[src/slps_pkg.sv]
// slps_pkg: shared types and constants for the skip list pair seek block.
// No dependencies; imported by skip_list_pair_seek, slps_store and slps_seq.
package slps_pkg;

    localparam int ENTRY_DEPTH_DEF = 128;

    localparam int WORD_W = 32;
    localparam int PASS_W = 17;

    localparam logic signed [PASS_W-1:0] PASS_MAX  = 17'sd65535;
    localparam logic signed [PASS_W-1:0] PASS_INIT = -17'sd1;

    typedef logic [1:0] func_t;

    localparam func_t FUNC_RESTART = 2'd0;
    localparam func_t FUNC_APPEND  = 2'd1;
    localparam func_t FUNC_SEEK    = 2'd2;

    typedef enum logic [1:0] {
        ST_IDLE,
        ST_READ,
        ST_STEP,
        ST_DONE
    } seq_state_t;

    typedef struct packed {
        logic                     found;
        logic [WORD_W-1:0]        found_key;
        logic [WORD_W-1:0]        prev_key;
        logic [WORD_W-1:0]        prev_value;
        logic [WORD_W-1:0]        value_delta;
        logic signed [PASS_W-1:0] skipped_count;
        logic                     store_full;
    } result_t;

endpackage

[src/slps_seq.sv]
// slps_seq: sequencer and shared add/compare step of the seek walk.
// Holds cursor, entry count, running sums and pass count. Depends on slps_pkg.
module slps_seq
    import slps_pkg::*;
#(
    parameter int DEPTH = ENTRY_DEPTH_DEF,
    parameter int AW    = (DEPTH > 1) ? $clog2(DEPTH) : 1,
    parameter int CW    = $clog2(DEPTH + 1)
) (
    input  logic              aclk,
    input  logic              aresetn,
    input  logic              reference_mode,
    input  logic              in_valid,
    output logic              in_ready,
    input  func_t             in_func,
    input  logic [WORD_W-1:0] in_key_word,
    input  logic [WORD_W-1:0] in_value_word,
    input  logic [WORD_W-1:0] in_query_key,
    output logic              res_valid,
    input  logic              res_ready,
    output result_t           res,
    output logic              wr_en,
    output logic [AW-1:0]     wr_addr,
    output logic [WORD_W-1:0] wr_key,
    output logic [WORD_W-1:0] wr_value,
    output logic [AW-1:0]     rd_addr,
    input  logic [WORD_W-1:0] rd_key,
    input  logic [WORD_W-1:0] rd_value
);

    seq_state_t               state_reg, state_next;
    logic [CW-1:0]            count_reg;
    logic [CW-1:0]            cursor_reg;
    logic [WORD_W-1:0]        run_key_reg;
    logic [WORD_W-1:0]        run_value_reg;
    logic signed [PASS_W-1:0] pass_reg;
    logic [WORD_W-1:0]        query_reg;
    result_t                  res_reg;

    logic                     accept;
    logic                     full;
    logic                     entries_left;
    logic [WORD_W-1:0]        step_key;
    logic [WORD_W-1:0]        step_value;
    logic                     hit;

    assign accept       = in_valid && in_ready;
    assign full         = (count_reg == CW'(DEPTH));
    assign entries_left = (cursor_reg < count_reg);
    assign step_key     = reference_mode ? rd_key : rd_key + run_key_reg;
    assign step_value   = run_value_reg + rd_value;
    assign hit          = (step_key >= query_reg);

    always_comb begin
        state_next = state_reg;
        case (state_reg)
            ST_IDLE: begin
                if (accept) begin
                    state_next = (in_func == FUNC_SEEK) ? ST_READ : ST_DONE;
                end
            end
            ST_READ: begin
                state_next = entries_left ? ST_STEP : ST_DONE;
            end
            ST_STEP: begin
                state_next = hit ? ST_DONE : ST_READ;
            end
            ST_DONE: begin
                if (res_ready) begin
                    state_next = ST_IDLE;
                end
            end
            default: state_next = ST_IDLE;
        endcase
    end

    always_comb begin
        in_ready  = (state_reg == ST_IDLE);
        res_valid = (state_reg == ST_DONE);
        wr_en     = accept && (in_func == FUNC_APPEND) && !full;
        wr_addr   = count_reg[AW-1:0];
        wr_key    = in_key_word;
        wr_value  = in_value_word;
        rd_addr   = cursor_reg[AW-1:0];
        res       = res_reg;
        res.skipped_count = pass_reg;
    end

    always_ff @(posedge aclk) begin
        if (!aresetn) begin
            state_reg     <= ST_IDLE;
            count_reg     <= '0;
            cursor_reg    <= '0;
            run_key_reg   <= '0;
            run_value_reg <= '0;
            pass_reg      <= PASS_INIT;
        end else begin
            state_reg <= state_next;
            case (state_reg)
                ST_IDLE: begin
                    if (accept) begin
                        query_reg             <= in_query_key;
                        res_reg.found         <= 1'b0;
                        res_reg.found_key     <= '0;
                        res_reg.prev_key      <= '0;
                        res_reg.prev_value    <= '0;
                        res_reg.value_delta   <= '0;
                        res_reg.skipped_count <= '0;
                        res_reg.store_full    <= (in_func == FUNC_APPEND) && full;
                        if (in_func == FUNC_RESTART) begin
                            count_reg     <= '0;
                            cursor_reg    <= '0;
                            run_key_reg   <= '0;
                            run_value_reg <= '0;
                            pass_reg      <= PASS_INIT;
                        end
                        if (wr_en) begin
                            count_reg <= count_reg + CW'(1);
                        end
                    end
                end
                ST_READ: begin
                    if (pass_reg != PASS_MAX) begin
                        pass_reg <= pass_reg + 17'sd1;
                    end
                end
                ST_STEP: begin
                    run_key_reg   <= step_key;
                    run_value_reg <= step_value;
                    cursor_reg    <= cursor_reg + CW'(1);
                    if (hit) begin
                        res_reg.found       <= 1'b1;
                        res_reg.found_key   <= step_key;
                        res_reg.prev_key    <= run_key_reg;
                        res_reg.prev_value  <= run_value_reg;
                        res_reg.value_delta <= rd_value;
                    end
                end
                default: begin
                end
            endcase
        end
    end

endmodule

[config.mk]
export PLATFORM = sky130hd
export DESIGN_NAME = slps_seq
export DESIGN_NICKNAME = d
export VERILOG_FILES = /design/src/slps_pkg.sv /design/src/slps_seq.sv
export SDC_FILE = /design/constraint.sdc
export NUM_CORES = 1
export LEC_CHECK = 0
export ABC_AREA = 1
export BUFFER_PORTS_ARGS = -buffer_cell sky130_fd_sc_hd__buf_2
export CORE_UTILIZATION = 32
export CTS_BUF_LIST = sky130_fd_sc_hd__clkbuf_4 sky130_fd_sc_hd__clkbuf_8
export DETAILED_ROUTE_END_ITERATION = 7
export GPL_TIMING_DRIVEN = 0
export PLACE_DENSITY = 0.61
export SETUP_SLACK_MARGIN = 0.02
export SYNTH_ARGS = -nofsm -noshare
export SYNTH_HDL_FRONTEND = slang
export SYNTH_SLANG_ARGS = --single-unit
export TNS_END_PERCENT = 1
[constraint.sdc]
create_clock -name aclk -period 7.95 [get_ports aclk]
set_clock_uncertainty 0.1 [all_clocks]
set_input_delay 1.1925 -clock aclk [delete_from_list [all_inputs] [get_ports aclk]]
set_output_delay 1.1925 -clock aclk [all_outputs]
set_load 0.01 [all_outputs]
-- Word-level counts from Yosys, hierarchy flattened
Index checks and enable logic that the tools add are counted.
- flip-flop bits (word level): 261
- bits of input ports: 167
- output and inout port bits: 228
- add/sub/neg operators: 5
- order comparisons: 2
- equality and inequality tests: 12
- mux-type cells: 22
- reduce and logical (&&, ||, !) cells: 16
- operators with widths (operator ; count):
    $pmux 129 s2 ; 1
    $mux 147 ; 1
    $mux 129 ; 1
    $pmux 32 s2 ; 2
    $mux 32 ; 3
    $add 32x32->32 ; 2
    $mux 17 ; 3
    $pmux 17 s2 ; 1
    $ge 32x32->1 ; 1
    $mux 8 ; 3
    $add 17x2->17 const B ; 1
    $ne 17x17->1 const B ; 1
    $add 8x1->8 const B ; 2
    $pmux 8 s2 ; 1
    $reduce_and 3->1 ; 3
    $eq 8x8->1 const B ; 1
    $lt 8x8->1 ; 1
    $mux 2 ; 4
    $pmux 2 s4 ; 1
    $reduce_and 4->1 ; 2
    $eq 2x2->1 const B ; 3
    $ne 2x1->1 const B ; 3
    $reduce_bool 2->1 ; 3
    $eq 2x1->1 const B ; 2
    6 further kinds ; 11

-- Depth between registers and ports, before layout
- word-level depth: 6
- mapped depth: 26
- gate-level depth less buffers: 26

-- Worst setup path before layout
OpenSTA, ideal clock, no wires.
- kind: input to register
- from: input port rd_key[0]
- to: register res_reg, in the netlist res[100], enable pin
- setup time: 0.482 ns
- arrival: 6.027 ns
- data required time: 7.368 ns
- slack: 1.341 ns
- stages on the path: 22
- buffers on the path: 0
- path through: ha_1 -> inv_1 -> fa_1 -> nor2_1 -> nor2_1 -> o21bai_1 -> nand2_1 -> nand3_1 -> a21oi_1 -> o21ai_0 -> nand2_1 -> ha_1 -> nand2_1 -> nor2_1 -> nand2_1 -> nor2_1 -> nand4_1 -> nand3_1 -> nand2_1 -> nand2_1 -> nand3_1 -> inv_1
- word-level cells in the longest chain between the ends: 5
- ends and longest elaborated chain (item ; line ; RTL):
    start: declaration ; slps_seq.sv:27 ; input logic [WORD_W-1:0] rd_key,
    $add 32x32->32 ; slps_seq.sv:50 ; assign step_key = reference_mode ? rd_key : rd_key + run_key_reg;
    $mux 32 (*) ; slps_seq.sv:50 ;
    $ge 32x32->1 (*) ; slps_seq.sv:52 ; assign hit = (step_key >= query_reg);
    $ne 2x2->1 (no line) (*) ; n/a ;
    $reduce_and 4->1 (no line) (*) ; n/a ;
    end: declaration ; slps_seq.sv:38 ; result_t res_reg;
Every way passes the cells marked *; elsewhere a longest branch is shown, timed or not.
A chain may end at the register's enable or synchronous reset.

-- Worst setup path in the final report
- from: input port rd_key[0]
- to: register res_reg, in the netlist res[50], enable pin
Same word-level chain as after synthesis.

==> flow_summary.json <==
{
  "status": "completed",
  "ant_nets": 0,
  "layout.nets": 2755,
  "hp-class": "reg2reg",
  "min_period_ns": 5.373,
  "rsz0062_at_grt": "no",
  "cp_data_arrival_time_ns": 5.51,
  "largest_reg_flops": 130,
  "fp.dieW_um": 224.7,
  "drc": 0,
  "gr-usage-all-layers_pct": 19.64,
  "cts-resized-gates": 0,
  "synth.net_count": 2375,
  "fmax_mhz": 186.1,
  "gp_congestion": 0.9707,
  "clkLatencyLatePin_ns": 0.63,
  "synth_most_common_cell": "nand2_1",
  "cp-start-kind": "input port",
  "hpwl_um": 39960,
  "grt_pass1_wl_um": 77010,
  "floorplan.initialDensity_pct": 32.43,
  "yosysUniqueCellTypes": 41,
  "utilization_pct": 39.49,
  "postCtsSetupRepairBufs": 0,
  "fin_crit_sh_pct": 67.58,
  "clock-sinks": 261,
  "relSlewSlack_pct": 23.00,
  "dp_cells": 3096,
  "p_leak_nw": 9.616,
  "maxCapViolations": 0,
  "clk_path_buf_depth": 3,
  "crit_path_max_fanout": 93,
  "stdcell_count": 3182,
  "crit_path_end_kind": "flip-flop",
  "wirelength_um": 49440,
  "numCtsBuffers": 46,
  "ys_warn_count": 0,
  "cts-root-buf": "clkbuf_8",
  "yosysSeqAreaShare_pct": 43.13,
  "antenna_found_initial": 5,
  "multiInputGateArea_um2": 6847,
  "dieHeight_um": 224.7,
  "port_buffers": 330,
  "synth.avg_cell_area_um2": 7.558,
  "synthFlopType": "edfxtp_1",
  "syn_area_um2": 15870,
  "slew_viol_final": 0,
  "cts_hold_buf": 0,
  "synth_top_cells_by_area": "edfxtp_1 31%, dfxtp_1 12%, nand2_1 12%",
  "synth_top_area_share_pct": 30.65,
  "cts_tree": "done",
  "regToRegSetupSlack_ns": 2.93,
  "vias": 14408,
  "hold_violations": 0,
  "power_density_nw_per_um2": 206.8,
  "io_pins": 395,
  "peakVddDrop_mv": 0.1119,
  "clk_pin_slew_ns": 0.06,
  "tns_ns": 0,
  "worstSetupPathType": "in2reg",
  "areaGrowthSynthToFinish_pct": 21.77,
  "fillCellCount": 5159,
  "htree_levels": 2,
  "seqCellArea_um2": 6847,
  "postSynth.asyncResetShare_pct": 0,
  "grt_pass1_vias": 14020,
  "drt-initial-drc-count": 766,
  "synth_cells": 2100,
  "overflow": 0,
  "worst_pin_slew_ns": 1.155,
  "dieArea_um2": 50500,
  "coreArea_um2": 48950,
  "drive_gt1_share_pct": 21.62,
  "synth_top_area_cell": "edfxtp_1",
  "ys_top_cells_by_count": "523 x nand2_1, 379 x inv_1, 216 x nor2_1",
  "grt_start_max_net_pins": 94,
  "wire_per_inst_um": 15.54,
  "vias_per_cell": 4.528,
  "synth-edff-count": 162,
  "rows": 81,
  "finalSetupViolations": 0,
  "cp.required_ns": 8.09,
  "first_pass_iters": 5,
  "ys_seq_elements": 261
}
-- cell families after synthesis --
family | Yosys count | synth area share [%]
buffers and inverters | 501 | 13.78
AOI/OAI and AO/OA | 285 | 9.404
DFF | 261 | 43.13
adders and majority gates | 108 | 8.608
xor gates and xnor gates | 7 | 0.3863
and+or+nand+nor | 937 | 24.63
muxes | 1 | 0.06306
-- critical path, stage by stage --
cell and delay, ns:
buf_2 0.10, ha_1 0.23, inv_1 0.07, fa_1 0.42, inv_1 0.07, nand2_1 0.05
nand3_1 0.16, nand2_1 0.08, nand2_1 0.21, nand2_1 0.11, nand3_1 0.08, nand3_1 0.15
nand2_1 0.12, inv_1 0.05, ha_1 0.26, nand2_1 0.06, nor2_1 0.14, nand4_1 0.15
nor2_1 0.30, nand4_1 0.16, nand3_1 0.18, nand2_1 0.11, nand2_1 0.07, nand3_1 0.13
inv_6 0.31, buf_16 0.35
-- cell type report --
cell class,count,area share (%)
sequential,261,35.42
timing repair buffer,332,8.791
multi-input combinational,1338,35.42
inverter,385,7.503
antenna,2,0.02589
clock inverter,17,0.6085
buffer,116,3.839
tap,664,4.298
clock buffer,67,4.091
-- metal layers --
metal  track usage [%]  part of all wire, %  wire length [um]  vias up
li1                  -                    -                 -     7391
met3             3.370                  5.4              2690       63
met2             32.23                   46             22510      436
met4             5.442                  2.2              1106        2
met1             26.49                   47             23120     6516
met5                 0                0.026                13        -
-- final timing paths --
kind                  startpoint       endpoint  cells after the start
setup / recovery       rd_key[0]        res[50]                     26
hold / removal     cursor_reg[7]  cursor_reg[7]                      1
setup reg to reg  run_key_reg[0]        res[50]                     25
hold reg to reg    cursor_reg[7]  cursor_reg[7]                      1
-- power breakdown --
part           switching [mW]  internal (mW)  total [mW]
Clock                   0.576          0.674        1.25
Combinational           0.706          0.372        1.08
Sequential             0.0750           1.60        1.67
Total                    1.36           2.64        4.00
-- stage by stage --
stage	setup WS (ns)	hold WS, ns	total power, mW	instance area (um^2)
6_report	2.577	0.3616	3.998	19330
3_5_place_dp	1.951	0.3581	2.785	18420
2_1_floorplan	1.341	0.3258	2.397	15870
4_1_cts	2.577	0.3646	4.063	19320
5_1_grt	2.202	0.3918	4.268	19330
3_3_place_gp	-1.023	0.3506	2.776	18360
-- cells in the final DEF, fill, tap and decap left out, types with 3 or more instances in the layout --
master | Yosys | layout
o21bai_1 | 5 | 5
nand3_1 | 114 | 114
o211ai_1 | 3 | 3
buf_1 | 8 | 8
inv_2 | 5 | 5
dfxtp_1 | 99 | 99
inv_1 | 379 | 378
clkinv_2 | 0 | 5
or2_2 | 19 | 19
ha_1 | 106 | 106
buf_4 | 79 | 79
o21ai_1 | 3 | 3
nor3_1 | 16 | 16
edfxtp_1 | 162 | 162
a21oi_1 | 181 | 181
buf_2 | 8 | 338
o21ai_0 | 74 | 74
nor2_2 | 6 | 6
a21o_1 | 5 | 5
nand2_1 | 523 | 523
nand3b_1 | 11 | 11
nor2_1 | 216 | 215
clkinvlp_4 | 0 | 3
clkbuf_8 | 0 | 46
nor2_4 | 2 | 3
clkbuf_1 | 21 | 21
clkinv_1 | 1 | 7
nand2_2 | 7 | 7
nand4_1 | 14 | 14
xnor2_1 | 5 | 5
o21a_1 | 10 | 10
clkbuf_4 | 0 | 21
No activity file was read; power rests on OpenSTA's default activity.
